===== src/rtl/assert_macros.svh =====
// ----------------------------------------------------------------------------
// assert_macros
// Assertion helpers shared by the RTL.
// ----------------------------------------------------------------------------
`ifndef ASSERT_MACROS_SVH
`define ASSERT_MACROS_SVH
// Property that holds in every cycle out of reset
`define ASSERT_ALWAYS(label, prop, msg) \
	label: assert property (@(posedge clk) disable iff (!arst_n) (prop)) else $error(msg);
// Implication, checked every cycle out of reset
`define ASSERT_IMPLY(label, ante, cons, msg) \
	label: assert property (@(posedge clk) disable iff (!arst_n) (ante) |-> (cons)) else $error(msg);
// Implication whose consequent is checked in the next cycle
`define ASSERT_NEXT(label, ante, cons, msg) \
	label: assert property (@(posedge clk) disable iff (!arst_n) (ante) |=> (cons)) else $error(msg);
`endif


===== src/rtl/tmhu_pkg.sv =====
// ----------------------------------------------------------------------------
// tmhu_pkg
// Shared constants, types and helpers for the track median/height update.
// ----------------------------------------------------------------------------
package tmhu_pkg;
	localparam int WINDOW    = 5;
	localparam int POS_WIDTH = 21;
	localparam int WIN_W     = $clog2(WINDOW + 1);
	localparam int MID       = WINDOW / 2;

	typedef logic signed [POS_WIDTH-1:0] pos_t;

	localparam logic signed [POS_WIDTH-1:0] POS_MAX = {1'b0, {(POS_WIDTH-1){1'b1}}};
	localparam logic signed [POS_WIDTH-1:0] POS_MIN = {1'b1, {(POS_WIDTH-1){1'b0}}};
	localparam longint SENT_RAW = -256000;
	localparam longint POS_HI   = (longint'(1) <<< (POS_WIDTH - 1)) - 1;
	localparam pos_t SENT   = (SENT_RAW < -POS_HI - 1) ? POS_MIN : pos_t'(SENT_RAW);
	localparam pos_t SENT_Z = pos_t'(243);

	// register indexes
	localparam logic [2:0] REG_LIM_UNLOCKED = 3'd0;
	localparam logic [2:0] REG_LIM_LOCKED   = 3'd1;
	localparam logic [2:0] REG_MEAS_VAR     = 3'd2;
	localparam logic [2:0] REG_PROC_VAR     = 3'd3;
	localparam logic [2:0] REG_VAR_INIT     = 3'd4;

	localparam logic OP_START = 1'b0;

	typedef struct packed {
		logic load;     // capture item, do start or shift
		logic rank;     // one ranking step
		logic div_go;   // start gain divider
		logic div_step; // one divider step
		logic upd_mul;  // first multiply stage
		logic upd_fin;  // finish height / variance update
	} cmd_t;

	typedef struct packed {
		logic rank_done;
		logic div_done;
		logic is_start;
	} sts_t;

	// saturate a value two bits wider than a position into the position range
	function automatic pos_t pos_sat(input logic signed [POS_WIDTH+1:0] v);
		pos_t r;
		if (v > $signed({{2{POS_MAX[POS_WIDTH-1]}}, POS_MAX}))
			r = POS_MAX;
		else if (v < $signed({{2{POS_MIN[POS_WIDTH-1]}}, POS_MIN}))
			r = POS_MIN;
		else
			r = v[POS_WIDTH-1:0];
		return r;
	endfunction
endpackage


===== src/rtl/tmhu_ctrl.sv =====
// ----------------------------------------------------------------------------
// tmhu_ctrl
// Sequencer: load, median ranking, gain division, height update (not for a start), output.
// ----------------------------------------------------------------------------
`include "assert_macros.svh"
module tmhu_ctrl import tmhu_pkg::*; (
	input  logic clk,
	input  logic arst_n,
	input  logic in_fire,
	input  logic out_free,
	input  sts_t sts,
	output cmd_t cmd,
	output logic busy,
	output logic res_load
);
	localparam logic [2:0] S_IDLE = 3'd0;
	localparam logic [2:0] S_RANK = 3'd1;
	localparam logic [2:0] S_DIV  = 3'd2;
	localparam logic [2:0] S_MUL  = 3'd3;
	localparam logic [2:0] S_FIN  = 3'd4;
	localparam logic [2:0] S_OUT  = 3'd5;

	logic [2:0] state_q, state_d;

	always_comb begin
		state_d = state_q;
		cmd = '0;
		res_load = 1'b0;
		case (state_q)
			S_IDLE: begin
				if (in_fire) begin
					cmd.load = 1'b1;
					state_d = S_RANK;
				end
			end
			S_RANK: begin
				cmd.rank = 1'b1;
				if (sts.rank_done) begin
					if (sts.is_start) begin
						state_d = S_OUT;
					end else begin
						cmd.div_go = 1'b1;
						state_d = S_DIV;
					end
				end
			end
			S_DIV: begin
				cmd.div_step = 1'b1;
				if (sts.div_done) state_d = S_MUL;
			end
			S_MUL: begin
				cmd.upd_mul = 1'b1;
				state_d = S_FIN;
			end
			S_FIN: begin
				cmd.upd_fin = 1'b1;
				state_d = S_OUT;
			end
			S_OUT: begin
				if (out_free) begin
					res_load = 1'b1;
					state_d = S_IDLE;
				end
			end
			default: state_d = S_IDLE;
		endcase
	end

	assign busy = (state_q != S_IDLE);

	always_ff @(posedge clk or negedge arst_n) begin
		if (!arst_n) state_q <= S_IDLE;
		else state_q <= state_d;
	end

	`ASSERT_IMPLY(a_load_idle, cmd.load, state_q == S_IDLE, "load outside idle")
	`ASSERT_IMPLY(a_div_after, state_q == S_DIV && !sts.div_done, state_d == S_DIV, "div left early")
	`ASSERT_NEXT(a_res_once, res_load, state_q == S_IDLE, "result not closing item")
endmodule


===== src/rtl/tmhu_dp.sv =====
// ----------------------------------------------------------------------------
// tmhu_dp
// Datapath: history window, serial median ranking, restoring gain divider,
// height Kalman update, miss counter and deletion mark.
// ----------------------------------------------------------------------------
`include "assert_macros.svh"
module tmhu_dp import tmhu_pkg::*; (
	input  logic        clk,
	input  logic        arst_n,
	input  cmd_t        cmd,
	output sts_t        sts,
	input  logic        op,
	input  logic        present,
	input  pos_t        dx,
	input  pos_t        dy,
	input  pos_t        dz,
	input  logic        lock,
	input  logic [15:0] lim_unl,
	input  logic [15:0] lim_lck,
	input  logic [15:0] meas_var,
	input  logic [15:0] proc_var,
	input  logic [15:0] var_init,
	output pos_t        med_x,
	output pos_t        med_y,
	output pos_t        med_z,
	output pos_t        height,
	output logic [15:0] misses,
	output logic        dead,
	output logic        del
);
	pos_t hx_q [WINDOW];
	pos_t hy_q [WINDOW];
	pos_t hz_q [WINDOW];
	pos_t h_q;
	logic [15:0] p_q;
	logic [15:0] miss_q;
	logic del_q, dead_q, start_q, lock_q;

	// ranking: candidate index i, compare against all WINDOW lanes in parallel
	logic [WIN_W-1:0] ri_q;
	pos_t mx_q, my_q, mz_q;
	pos_t cx, cy, cz;
	logic [WIN_W-1:0] lx, ly, lz, ex, ey, ez;

	// divider
	logic [16:0] den_q;
	logic [5:0]  dcnt_q;
	logic [15:0] k_q;

	// multiply stage
	logic signed [POS_WIDTH+18:0] hprod_s1;
	logic [32:0] pprod_s1;

	always_comb begin
		cx = hx_q[0]; cy = hy_q[0]; cz = hz_q[0];
		for (int i = 0; i < WINDOW; i++) begin
			if (ri_q == WIN_W'(i)) begin
				cx = hx_q[i]; cy = hy_q[i]; cz = hz_q[i];
			end
		end
		lx = '0; ly = '0; lz = '0; ex = '0; ey = '0; ez = '0;
		for (int j = 0; j < WINDOW; j++) begin
			if (hx_q[j] < cx) lx = lx + 1'b1;
			if (hy_q[j] < cy) ly = ly + 1'b1;
			if (hz_q[j] < cz) lz = lz + 1'b1;
			if (hx_q[j] == cx) ex = ex + 1'b1;
			if (hy_q[j] == cy) ey = ey + 1'b1;
			if (hz_q[j] == cz) ez = ez + 1'b1;
		end
	end

	// candidate is the median when lt <= MID < lt+eq
	function automatic logic is_mid(input logic [WIN_W-1:0] lt, input logic [WIN_W-1:0] eq);
		logic [WIN_W:0] s;
		s = {1'b0, lt} + {1'b0, eq};
		return ({1'b0, lt} <= (WIN_W+1)'(MID)) && (s > (WIN_W+1)'(MID));
	endfunction

	assign sts.rank_done = (ri_q == WIN_W'(WINDOW - 1));
	assign sts.div_done  = (dcnt_q == 6'd0);
	assign sts.is_start  = start_q;

	logic [16:0] p_add;
	logic signed [POS_WIDTH+1:0] err;
	logic signed [POS_WIDTH+18:0] hsum;
	logic signed [POS_WIDTH+1:0] hnext;
	assign p_add = {1'b0, p_q} + {1'b0, proc_var};
	assign err = ($signed({hz_q[0], 1'b0}) - $signed({{2{h_q[POS_WIDTH-1]}}, h_q}));
	assign hsum = hprod_s1 + $signed((POS_WIDTH+19)'(32768));
	// the correction never exceeds the error, so it fits the error width
	assign hnext = $signed({{2{h_q[POS_WIDTH-1]}}, h_q})
		+ $signed(hsum[POS_WIDTH+17:16]);

	always_ff @(posedge clk or negedge arst_n) begin
		if (!arst_n) begin
			for (int i = 0; i < WINDOW; i++) begin
				hx_q[i] <= SENT; hy_q[i] <= SENT; hz_q[i] <= SENT_Z;
			end
			h_q <= '0;
			p_q <= 16'd6554;
			miss_q <= '0;
			del_q <= 1'b0;
			dead_q <= 1'b0;
			start_q <= 1'b0;
			lock_q <= 1'b0;
			ri_q <= '0;
			dcnt_q <= '0;
		end else begin
			if (cmd.load) begin
				start_q <= (op == OP_START);
				lock_q <= lock;
				ri_q <= '0;
				if (op == OP_START) begin
					hx_q[0] <= dx; hy_q[0] <= dy; hz_q[0] <= dz;
					for (int i = 1; i < WINDOW; i++) begin
						hx_q[i] <= SENT; hy_q[i] <= SENT; hz_q[i] <= SENT_Z;
					end
					h_q <= pos_sat({dz[POS_WIDTH-1], dz, 1'b0});
					p_q <= var_init;
					miss_q <= '0;
					del_q <= 1'b0;
					dead_q <= 1'b0;
				end else begin
					p_q <= p_add[16] ? 16'hFFFF : p_add[15:0];
					for (int i = 1; i < WINDOW; i++) begin
						hx_q[i] <= hx_q[i-1]; hy_q[i] <= hy_q[i-1]; hz_q[i] <= hz_q[i-1];
					end
					dead_q <= !present;
					if (present) begin
						hx_q[0] <= dx; hy_q[0] <= dy; hz_q[0] <= dz;
						miss_q <= '0;
					end else begin
						hx_q[0] <= SENT; hy_q[0] <= SENT; hz_q[0] <= SENT_Z;
						if (miss_q != 16'hFFFF) miss_q <= miss_q + 16'd1;
					end
				end
			end
			if (cmd.rank && !sts.rank_done) ri_q <= ri_q + 1'b1;
			if (cmd.div_go) dcnt_q <= 6'd34;
			else if (cmd.div_step && dcnt_q != 6'd0) dcnt_q <= dcnt_q - 6'd1;
			if (cmd.upd_fin) begin
				h_q <= pos_sat(hnext);
				if ((lock_q ? lim_lck : lim_unl) < miss_q) del_q <= 1'b1;
			end
			if (cmd.upd_fin) p_q <= 16'(((pprod_s1 + 33'd32768) >> 16));
		end
	end

	// payload registers
	always_ff @(posedge clk) begin
		if (cmd.load) begin
			mx_q <= SENT; my_q <= SENT; mz_q <= SENT_Z;
		end
		if (cmd.rank) begin
			if (is_mid(lx, ex)) mx_q <= cx;
			if (is_mid(ly, ey)) my_q <= cy;
			if (is_mid(lz, ez)) mz_q <= cz;
		end
		if (cmd.div_go) den_q <= {1'b0, p_q} + {1'b0, meas_var};
		if (cmd.upd_mul) begin
			hprod_s1 <= $signed({1'b0, k_q}) * err;
			pprod_s1 <= (33'd65536 - {17'd0, k_q}) * {17'd0, p_q};
		end
	end

	// restoring division of (P<<16)+den/2 by den, one quotient bit per step;
	// numerator sits in a shift register, partial remainder beside it
	logic [33:0] num_q;
	logic [17:0] prem_q;
	logic [33:0] qbits_q;
	logic [17:0] trial;
	assign trial = {prem_q[16:0], num_q[33]} - {1'b0, den_q};
	always_ff @(posedge clk) begin
		if (cmd.div_step && dcnt_q == 6'd34) begin
			num_q <= {1'b0, {p_q, 16'd0} + {16'd0, den_q[16:1]}, 1'b0};
			prem_q <= '0;
			qbits_q <= '0;
		end else if (cmd.div_step && dcnt_q != 6'd0) begin
			num_q <= {num_q[32:0], 1'b0};
			if (!trial[17]) begin
				prem_q <= trial;
				qbits_q <= {qbits_q[32:0], 1'b1};
			end else begin
				prem_q <= {prem_q[16:0], num_q[33]};
				qbits_q <= {qbits_q[32:0], 1'b0};
			end
		end
	end
	// 32-bit numerator is loaded one place up, so 33 shifts bring in every bit
	always_comb begin
		if (den_q == 17'd0) k_q = '0;
		else if (qbits_q[33:16] != '0) k_q = 16'hFFFF;
		else k_q = qbits_q[15:0];
	end

	assign med_x = mx_q;
	assign med_y = my_q;
	assign med_z = mz_q;
	assign height = h_q;
	assign misses = miss_q;
	assign dead = dead_q;
	assign del = del_q && !start_q;

	`ASSERT_NEXT(a_miss_clear, cmd.load && op == OP_START, miss_q == 16'd0, "miss not cleared")
	`ASSERT_NEXT(a_dead_miss, cmd.load && op != OP_START && !present, dead_q, "dead not set")
	`ASSERT_IMPLY(a_rank_range, cmd.rank, ri_q < WIN_W'(WINDOW), "rank index overrun")
endmodule


===== src/rtl/track_median_height_update.sv =====
// ----------------------------------------------------------------------------
// track_median_height_update
// Per-frame median history and height filter for one track.
// ----------------------------------------------------------------------------
// Usage: one input transfer per frame on s_axis (start or frame update), one
// result transfer on m_axis per input. Registers are written on cfg while the
// block is idle; cfg_ready is low while an item is being worked.
// Sequence: the input transfer, the ranking of each window candidate, then for
// a frame update the divider steps (operand load, 33 quotient bits, done) and a
// multiply and an update step; a start goes from ranking straight to output.
// The serial gain divider sets the rate. A new input is taken once the previous
// result has moved to the output register, so a stalled receiver holds at most
// one result while the next item is being worked. Reset loads the sentinel
// history, clears counts and height and restores register defaults.
// ----------------------------------------------------------------------------
module track_median_height_update import tmhu_pkg::*; (
	input  logic        clk,
	input  logic        arst_n,
	input  logic        s_axis_tvalid,
	output logic        s_axis_tready,
	// tdata: det_present, det_x, det_y, det_z, locked, zero pad (72 bits)
	input  logic [71:0] s_axis_tdata,
	// tuser: operation
	input  logic        s_axis_tuser,
	output logic        m_axis_tvalid,
	input  logic        m_axis_tready,
	// tdata: median_x, median_y, median_z, meas_valid, height_est, miss_count,
	// dead_reckoning, delete_track, zero pad (104 bits)
	output logic [103:0] m_axis_tdata,
	input  logic        cfg_valid,
	output logic        cfg_ready,
	input  logic [2:0]  cfg_index,
	input  logic [15:0] cfg_data
);
	cmd_t cmd;
	sts_t sts;
	logic busy, res_load, in_fire, out_free;
	logic [15:0] lim_unl_q, lim_lck_q, meas_q, proc_q, init_q;
	pos_t mx, my, mz, ht;
	logic [15:0] mc;
	logic dd, dl, mv;
	logic [103:0] res_q;
	logic ovalid_q;

	assign s_axis_tready = !busy;
	assign in_fire = s_axis_tvalid && s_axis_tready;
	assign out_free = !ovalid_q || m_axis_tready;
	assign cfg_ready = !busy;

	always_ff @(posedge clk or negedge arst_n) begin
		if (!arst_n) begin
			lim_unl_q <= 16'd10; lim_lck_q <= 16'd30; meas_q <= 16'd957;
			proc_q <= 16'd0; init_q <= 16'd6554;
		end else if (cfg_valid && cfg_ready) begin
			case (cfg_index)
				REG_LIM_UNLOCKED: lim_unl_q <= cfg_data;
				REG_LIM_LOCKED:   lim_lck_q <= cfg_data;
				REG_MEAS_VAR:     meas_q <= cfg_data;
				REG_PROC_VAR:     proc_q <= cfg_data;
				REG_VAR_INIT:     init_q <= cfg_data;
				default: ;
			endcase
		end
	end

	tmhu_ctrl u_ctrl (
		.clk, .arst_n, .in_fire, .out_free, .sts, .cmd, .busy, .res_load
	);

	tmhu_dp u_dp (
		.clk, .arst_n, .cmd, .sts,
		.op(s_axis_tuser), .present(s_axis_tdata[0]),
		.dx(s_axis_tdata[21:1]), .dy(s_axis_tdata[42:22]), .dz(s_axis_tdata[63:43]),
		.lock(s_axis_tdata[64]),
		.lim_unl(lim_unl_q), .lim_lck(lim_lck_q), .meas_var(meas_q),
		.proc_var(proc_q), .var_init(init_q),
		.med_x(mx), .med_y(my), .med_z(mz), .height(ht), .misses(mc),
		.dead(dd), .del(dl)
	);

	assign mv = (mx != SENT) && (my != SENT);

	always_ff @(posedge clk or negedge arst_n) begin
		if (!arst_n) ovalid_q <= 1'b0;
		else if (res_load) ovalid_q <= 1'b1;
		else if (m_axis_tready) ovalid_q <= 1'b0;
	end

	always_ff @(posedge clk) begin
		if (res_load) res_q <= {1'b0, dl, dd, mc, ht, mv, mz, my, mx};
	end

	assign m_axis_tvalid = ovalid_q;
	assign m_axis_tdata = res_q;
endmodule


===== config.mk =====
export PLATFORM = sky130hd
export DESIGN_NAME = track_median_height_update
export DESIGN_NICKNAME = d
export VERILOG_FILES = /design/src/rtl/tmhu_pkg.sv /design/src/rtl/tmhu_ctrl.sv /design/src/rtl/tmhu_dp.sv /design/src/rtl/track_median_height_update.sv
export VERILOG_INCLUDE_DIRS = /design/src /design/src/rtl
export SDC_FILE = /design/constraint.sdc
export NUM_CORES = 2
export LEC_CHECK = 0
export BUFFER_PORTS_ARGS = -buffer_cell sky130_fd_sc_hd__buf_2
export CAP_MARGIN = 5
export CORE_MARGIN = 3
export CORE_UTILIZATION = 50
export CTS_CLUSTER_DIAMETER = 150
export DETAILED_ROUTE_END_ITERATION = 16
export MAX_ROUTING_LAYER = met4
export PLACE_DENSITY_LB_ADDON = 0.1
export REMOVE_ABC_BUFFERS = 1
export SLEW_MARGIN = 5
export SYNTH_ARGS = -nofsm -noshare
export SYNTH_HDL_FRONTEND = slang
export SYNTH_SLANG_ARGS = --single-unit

===== constraint.sdc =====
create_clock -name clk -period 10.25 [get_ports clk]
set_clock_uncertainty 0.2 [all_clocks]
set_input_delay 0.5125 -clock clk [delete_from_list [all_inputs] [get_ports clk]]
set_output_delay 0.5125 -clock clk [all_outputs]
set_load 0.02 [all_outputs]

* Yosys cells after proc, flatten, opt, wreduce, memory -nomap -nowiden
Cells that the tools add are included.
** Word-level totals
- Register bits :: 803
- Bits in latches :: 0
- RAM bits :: 0
- Memory bits (read-only) :: 0
- Input bits :: 97
- Memories :: 0
** Cells by class
- Add/sub/neg operators :: 39
- $mul :: 2
- Divide/modulo/power cells :: 0
- Magnitude comparators :: 26
- Eq/ne operators :: 38
- Shift-type cells :: 0
- Multiplexer cells :: 105
- Bitwise gates (word level) :: 1
- Reductions and logical operators :: 36
** Operators with widths (number)
- two-way mux 21 bit :: 31
- == test 21 bit :: 15
- < comparator 21 bit :: 15
- two-way mux 105 bit :: 3
- two-way mux 16 bit :: 10
- two-way mux 3 bit :: 31
- two-way mux 33 bit :: 2
- adder 3 x 1 -> 3 bit (second input constant) :: 19
- != test 21 x 19 -> 1 bit (second input constant) :: 2
- adder 39 x 17 -> 39 bit (second input constant) :: 1
- multiplier 17 x 23 -> 39 bit :: 1
- adder 16 x 16 -> 17 bit :: 2
- multiplier 33 x 16 -> 32 bit :: 1
- adder 32 x 16 -> 32 bit :: 1
- adder 32 x 16 -> 32 bit (second input constant) :: 1
- adder 21 x 23 -> 23 bit :: 1
- > comparator 23 x 21 -> 1 bit (second input constant) :: 1
- < comparator 23 x 21 -> 1 bit (second input constant) :: 1
- two-way mux 1 bit :: 23
- subtractor 22 x 21 -> 23 bit :: 1
- > comparator 22 x 21 -> 1 bit (second input constant) :: 1
- < comparator 22 x 21 -> 1 bit (second input constant) :: 1
- == test 3 x 2 -> 1 bit (second input constant) :: 6
- one-hot mux 3 bit (6 select lines) :: 1
- other kinds (32) :: 76

* Depth between registers and ports, before layout
- Depth in word-level cells :: 20
- Depth in mapped cells :: 40

* Hierarchy
Synthesis repeated with hierarchy kept, for this count alone.
** Second synthesis, totals
- Cell total of the unflattened synthesis :: 7301
- Area total of the unflattened synthesis :: 68057.8 um^2
** Modules (own cells, without submodules)
- tmhu_dp :: times used 1, cells each 6975, area an instance 61358.8 um^2, seq. area each 14647.8 um^2
- track_median_height_update :: times used 1, cells each 301, area an instance 6475.0 um^2, seq. area each 5146.2 um^2
- tmhu_ctrl :: times used 1, cells each 25, area an instance 224.0 um^2, seq. area each 75.1 um^2

* Worst setup path after synthesis
Ideal clock, no wire load.
- Path type :: reg2reg
- From :: register u_dp.hz_q[84] (netlist bit)
- To :: register u_dp.hprod_s1[38], data pin
- Library setup time :: 0.259 ns
- Arrival time :: 8.226 ns
- Required time :: 9.791 ns
- Path slack :: 1.565 ns
- Stages on the path, launching flop included :: 34
- Cell sequence :: dfstp_2 > inv_1 > fa_1 > nor2b_1 > o21ai_0 > a21boi_0 > o21a_1 > o21ai_0 > a21o_1 > a211oi_1 > a211o_1 > clkbuf_1 > nor2_1 > fa_1 > inv_1 > fa_1 > fa_1 > inv_1 > fa_1 > fa_1 > inv_1 > fa_1 > inv_1 > ha_1 > a21o_1 > a21o_1 > a21o_1 > a211oi_1 > o31ai_1 > nor4_1 > o31ai_1 > a41oi_1 > nor2_1 > a211o_1
** On the way
- Longest elaborated chain between the ends :: 2
** Ends and longest elaborated chain
- start: declaration :: line tmhu_dp.sv:33 : pos_t hz_q [WINDOW];
- start signal: indexed assignment :: line tmhu_dp.sv:126 : hx_q[i] <= hx_q[i-1]; hy_q[i] <= hy_q[i-1]; hz_q[i] <= hz_q[i-1];
- subtractor 22 x 21 -> 23 bit :: line tmhu_dp.sv:88 : assign err = ($signed({hz_q[0], 1'b0}) - $signed({{2{h_q[POS_WIDTH-1]}}, h_q}));
- multiplier 17 x 23 -> 39 bit :: line tmhu_dp.sv:161 : hprod_s1 <= $signed({1'b0, k_q}) * err;
- end signal: assignment :: line tmhu_dp.sv:161
- end: declaration :: line tmhu_dp.sv:51 : logic signed [POS_WIDTH+18:0] hprod_s1;
No other way between the ends.
A chain may end at the register's enable or synchronous reset.

* Final worst setup path
- From :: register u_dp.h_q[1], in the netlist u_dp.height[1]
- To :: register u_dp.hprod_s1[38], data pin
** On the way
- Longest elaborated chain between the ends :: 2
** Ends and longest elaborated chain
- start: declaration :: line tmhu_dp.sv:34 : pos_t h_q;
- start signal: assignment :: line tmhu_dp.sv:118 : h_q <= pos_sat({dz[POS_WIDTH-1], dz, 1'b0});
- start signal: assignment :: line tmhu_dp.sv:142 : h_q <= pos_sat(hnext);
- subtractor 22 x 21 -> 23 bit :: line tmhu_dp.sv:88
- multiplier 17 x 23 -> 39 bit :: line tmhu_dp.sv:161
No other way between the ends.

==> results by group <==
Outcome
  – Status: complete, no violations

Finish
  – Most frequent cells in the layout: nand2_1 (1123), inv_1 (859), ha_1 (658), fa_1 (564), nor2_1 (427)
  – Area Growth Syn to Fin: 10.7%
  – Layout cells sized above 1: 10.9%
  – Most common cell after layout, fill and taps aside: nand2_1
  – Fillers: 11.9k
  – Final net count: 8722

GRT
  – Initial antenna violation count: 8
  – Largest net degree at the start of global routing: 197
  – Vias in the first global route: 51.8k
  – Gr usage total: 28.1%
  – Grt total ovfl: 0
  – Global-route wire length before repair: 296000 um

Hold path
  – Worst Hold Launch: m_axis_tready
  – Hold path depth: 3
  – Worst hold endpoint: m_axis_tvalid$_DFFE_PN0P_
  – Hold Path Class: input pin to register

Synthesis
  – Yosys top cell area share: 16.9%
  – Async set-reset flop share out of synthesis: 60.2%
  – Syn Area/Cell: 9.30 um^2
  – Cells after Synth: 7202
  – Post-synth cell types: 94
  – Post-Syn Area: 67000 um^2
  – Synth area leader: fa_1
  – EDFF count, synth: 193
  – Yosys reg bits: 773
  – Seq/Total Area, Yosys: 29.7%
  – Top post-synthesis cells by area: fa_1 (17%), dfrtp_1 (13%), ha_1 (12%), edfxtp_1 (8.7%), nand2_1 (6.3%)
  – Main synth FF type: dfrtp_1
  – Warning count from the yosys run: 0

Drt
  – Routed Antenna Nets: 0
  – DRC errors left: 0
  – Routed WL: 187000 um
  – Met2 routed WL: 87700 um
  – Via count: 51.6k
  – Initial DRC count: 3780
  – 1st-pass router iterations: 6
  – Avg WL per Cell: 20.2 um
  – Metal3 WL: 10000 um
  – Max Used Layer: met4
  – M1 WL: 84000 um
  – Vias per cell: 5.59

Worst setup path
  – Most used cell, CP: fa_1
  – R2r setup slk: 0.71 ns
  – Worst Path Required: 10.48 ns
  – Crit-path max cell delay: 0.54 ns
  – CP endpoint kind: register
  – Reg2reg end: u_dp.hprod_s1[38]$_DFFE_PN_
  – FF-to-FF Start: u_dp.height[1]$_DFFE_PN0P_
  – Startpoint Class: register
  – CP Class: register to register
  – CP max FO: 7
  – Worst reg-to-reg path cell count: 34
  – CP max stage cell: fa_1
  – Arrival @ worst endpoint: 9.77 ns

Clocking
  – H-tree levels: 3
  – Clk sinks: 773
  – Max Buffers Root-to-Sink: 3
  – CTS Root Cell: clkbuf_16
  – Total CTS buffers: 91
  – TritonCTS clock tree: built
  – Skew-Pair Late Insertion Delay: 0.69 ns
  – Clock transition at the registers of the reported paths: 0.06 ns

STA
  – Min cycle time layout: 9.54 ns
  – # setup viols final: 0
  – Final Slew Violations: 0
  – RSZ-0062 raised after global routing: no
  – Fmax: 105 MHz
  – Tcrit/Tclk final: 93.1%
  – Final Worst Setup Slack: 0.710 ns
  – Slew Limit Headroom: 22.3%
  – Hold Fails Final Rpt: 0
  – Measured slew at the worst slew-check pin: 1.16 ns

Job
  – Max Cap Viol: 0

Place
  – Pre-CTS setup slack: 0.521 ns
  – Placer Congestion: 0.935
  – I/O Buffers: 195
  – Post-DP HPWL: 136000 um

Floorplanning
  – Die area: 138000 um^2
  – Initial Util: 50.6%
  – Std cell rows: 133
  – Die extent in x: 372 um
  – IO Count: 204
  – Die height: 372 um
  – Core area: 132000 um^2
[cells by family (layout without fill, tap and decap cells)]
kind of cell               count (synthesis)  count (layout)  share of synthesized area [%]
buffers and inverters                   1186            1465                           6.74
and+or+nand+nor                         2436            2436                           16.5
adders and majority gates               1229            1229                           29.3
AOI/OAI and AO/OA                       1066            1066                           10.3
muxes                                    271             271                           4.31
xor gates and xnor gates                 240             240                           3.23
other                                      1               8                        0.00560
DFF                                      773             773                           29.7
[sequential cells by signal, summed over array words and instances (netlist names), 17 cells and up]
name	cells
m_axis_tdata	103
u_dp.den_q	17
u_dp.height	21
u_dp.hprod_s1	24
u_dp.hx_q	105
u_dp.hy_q	105
u_dp.hz_q	105
u_dp.med_x	21
u_dp.med_y	21
u_dp.med_z	21
u_dp.num_q	33
u_dp.pprod_s1	17
u_dp.prem_q	17
u_dp.qbits_q	34
[Yosys cell counts (22+ instances only)]
| library cell | count |
|---|---|
| nand2_1 | 1128 |
| inv_1 | 859 |
| ha_1 | 659 |
| fa_1 | 564 |
| nor2_1 | 429 |
| dfrtp_1 | 357 |
| nand3_1 | 355 |
| clkbuf_1 | 281 |
| o21ai_0 | 270 |
| a21oi_1 | 225 |
| edfxtp_1 | 193 |
| xnor2_1 | 166 |
| mux2_2 | 138 |
| mux2i_1 | 132 |
| and2_1 | 129 |
| dfxtp_1 | 115 |
| dfstp_2 | 108 |
| a21o_1 | 105 |
| o21a_1 | 83 |
| o211ai_1 | 80 |
| nand4_1 | 78 |
| a31oi_1 | 73 |
| xor2_1 | 68 |
| nor2b_1 | 57 |
| nor3_1 | 57 |
| nand2b_1 | 49 |
| and3_1 | 46 |
| a22o_1 | 37 |
| a211oi_1 | 31 |
| nor4_1 | 22 |
[timing repair]
action                                  in CTS  in global routing
buffers inserted                             0                  0
gates resized for setup                      0                  3
hold endpoints to repair                   222                  0
endpoints found under the setup margin       0                  3
hold buffers                                80                  0
[metal layers]
layer / global-route usage, % / up-vias
met2: 45.0 / 1300
met1: 37.7 / 25600
met5: - / -
li1: - / 24500
met3: 3.24 / 257
met4: 7.90 / 0
[through the flow]
stage               hold slack [ns]  TNS [ns]  std cells  instance area [um^2]  util (%)
floorplan                    0.0169   -171.17       6877                 65700         -
global placement              0.209         0       8984                 70300      53.1
detailed placement            0.214         0       8984                 70300      53.1
CTS                         0.00210         0       9236                 74100      56.0
global route                 0.0137         0       9239                 74100      56.0
finish                       0.0204         0       9243                 74200      56.1
[worst max-delay path: cells and delay by family (launching register included)]
kind,cells,cell delay [ns]
adder cells (fa/ha/maj),8,3.58
AO/OA/AOI/OAI,13,2.90
AND/OR/NAND/NOR,6,1.15
buffers and inverters,6,0.59
flip-flops,1,0.47
XOR/XNOR,1,0.42
[how the worst max path moves through the flow]
stage / startpoint / endpoint / slack (ns) / depth (start not counted)
3_3_place_gp: u_dp.height[2]$_DFFE_PN0P_ / u_dp.hprod_s1[38]$_DFFE_PN_ / 0.61 / 34
4_1_cts: u_dp.height[2]$_DFFE_PN0P_ / u_dp.hprod_s1[38]$_DFFE_PN_ / 0.52 / 34
6_report: u_dp.height[1]$_DFFE_PN0P_ / u_dp.hprod_s1[38]$_DFFE_PN_ / 0.71 / 34
5_1_grt: u_dp.qbits_q[27]$_SDFFE_PP0P_ / u_dp.pprod_s1[31]$_DFFE_PN_ / 0.06 / 26
3_5_place_dp: u_dp.height[2]$_DFFE_PN0P_ / u_dp.hprod_s1[38]$_DFFE_PN_ / 0.52 / 34
2_1_floorplan: u_dp.ri_q[1]$_DFFE_PN0P_ / u_dp.med_y[0]$_DFF_P_ / -3.49 / 33
[final cells by class]
cell class | count | area (um^2) | share of cell area [%]
clock buffers | 134 | 2640 | 3.57
flip-flops and latches | 773 | 19900 | 26.8
repair buffers | 432 | 3040 | 4.10
inverters | 861 | 3230 | 4.36
well taps | 1755 | 2200 | 2.96
diodes | 7 | 17.5 | 0.0236
clock inverters | 38 | 410 | 0.553
multi-input cells | 5243 | 42800 | 57.6
Power is not shown: default switching activity piles up to over one toggle a cycle in this logic, so the estimate is an artifact.
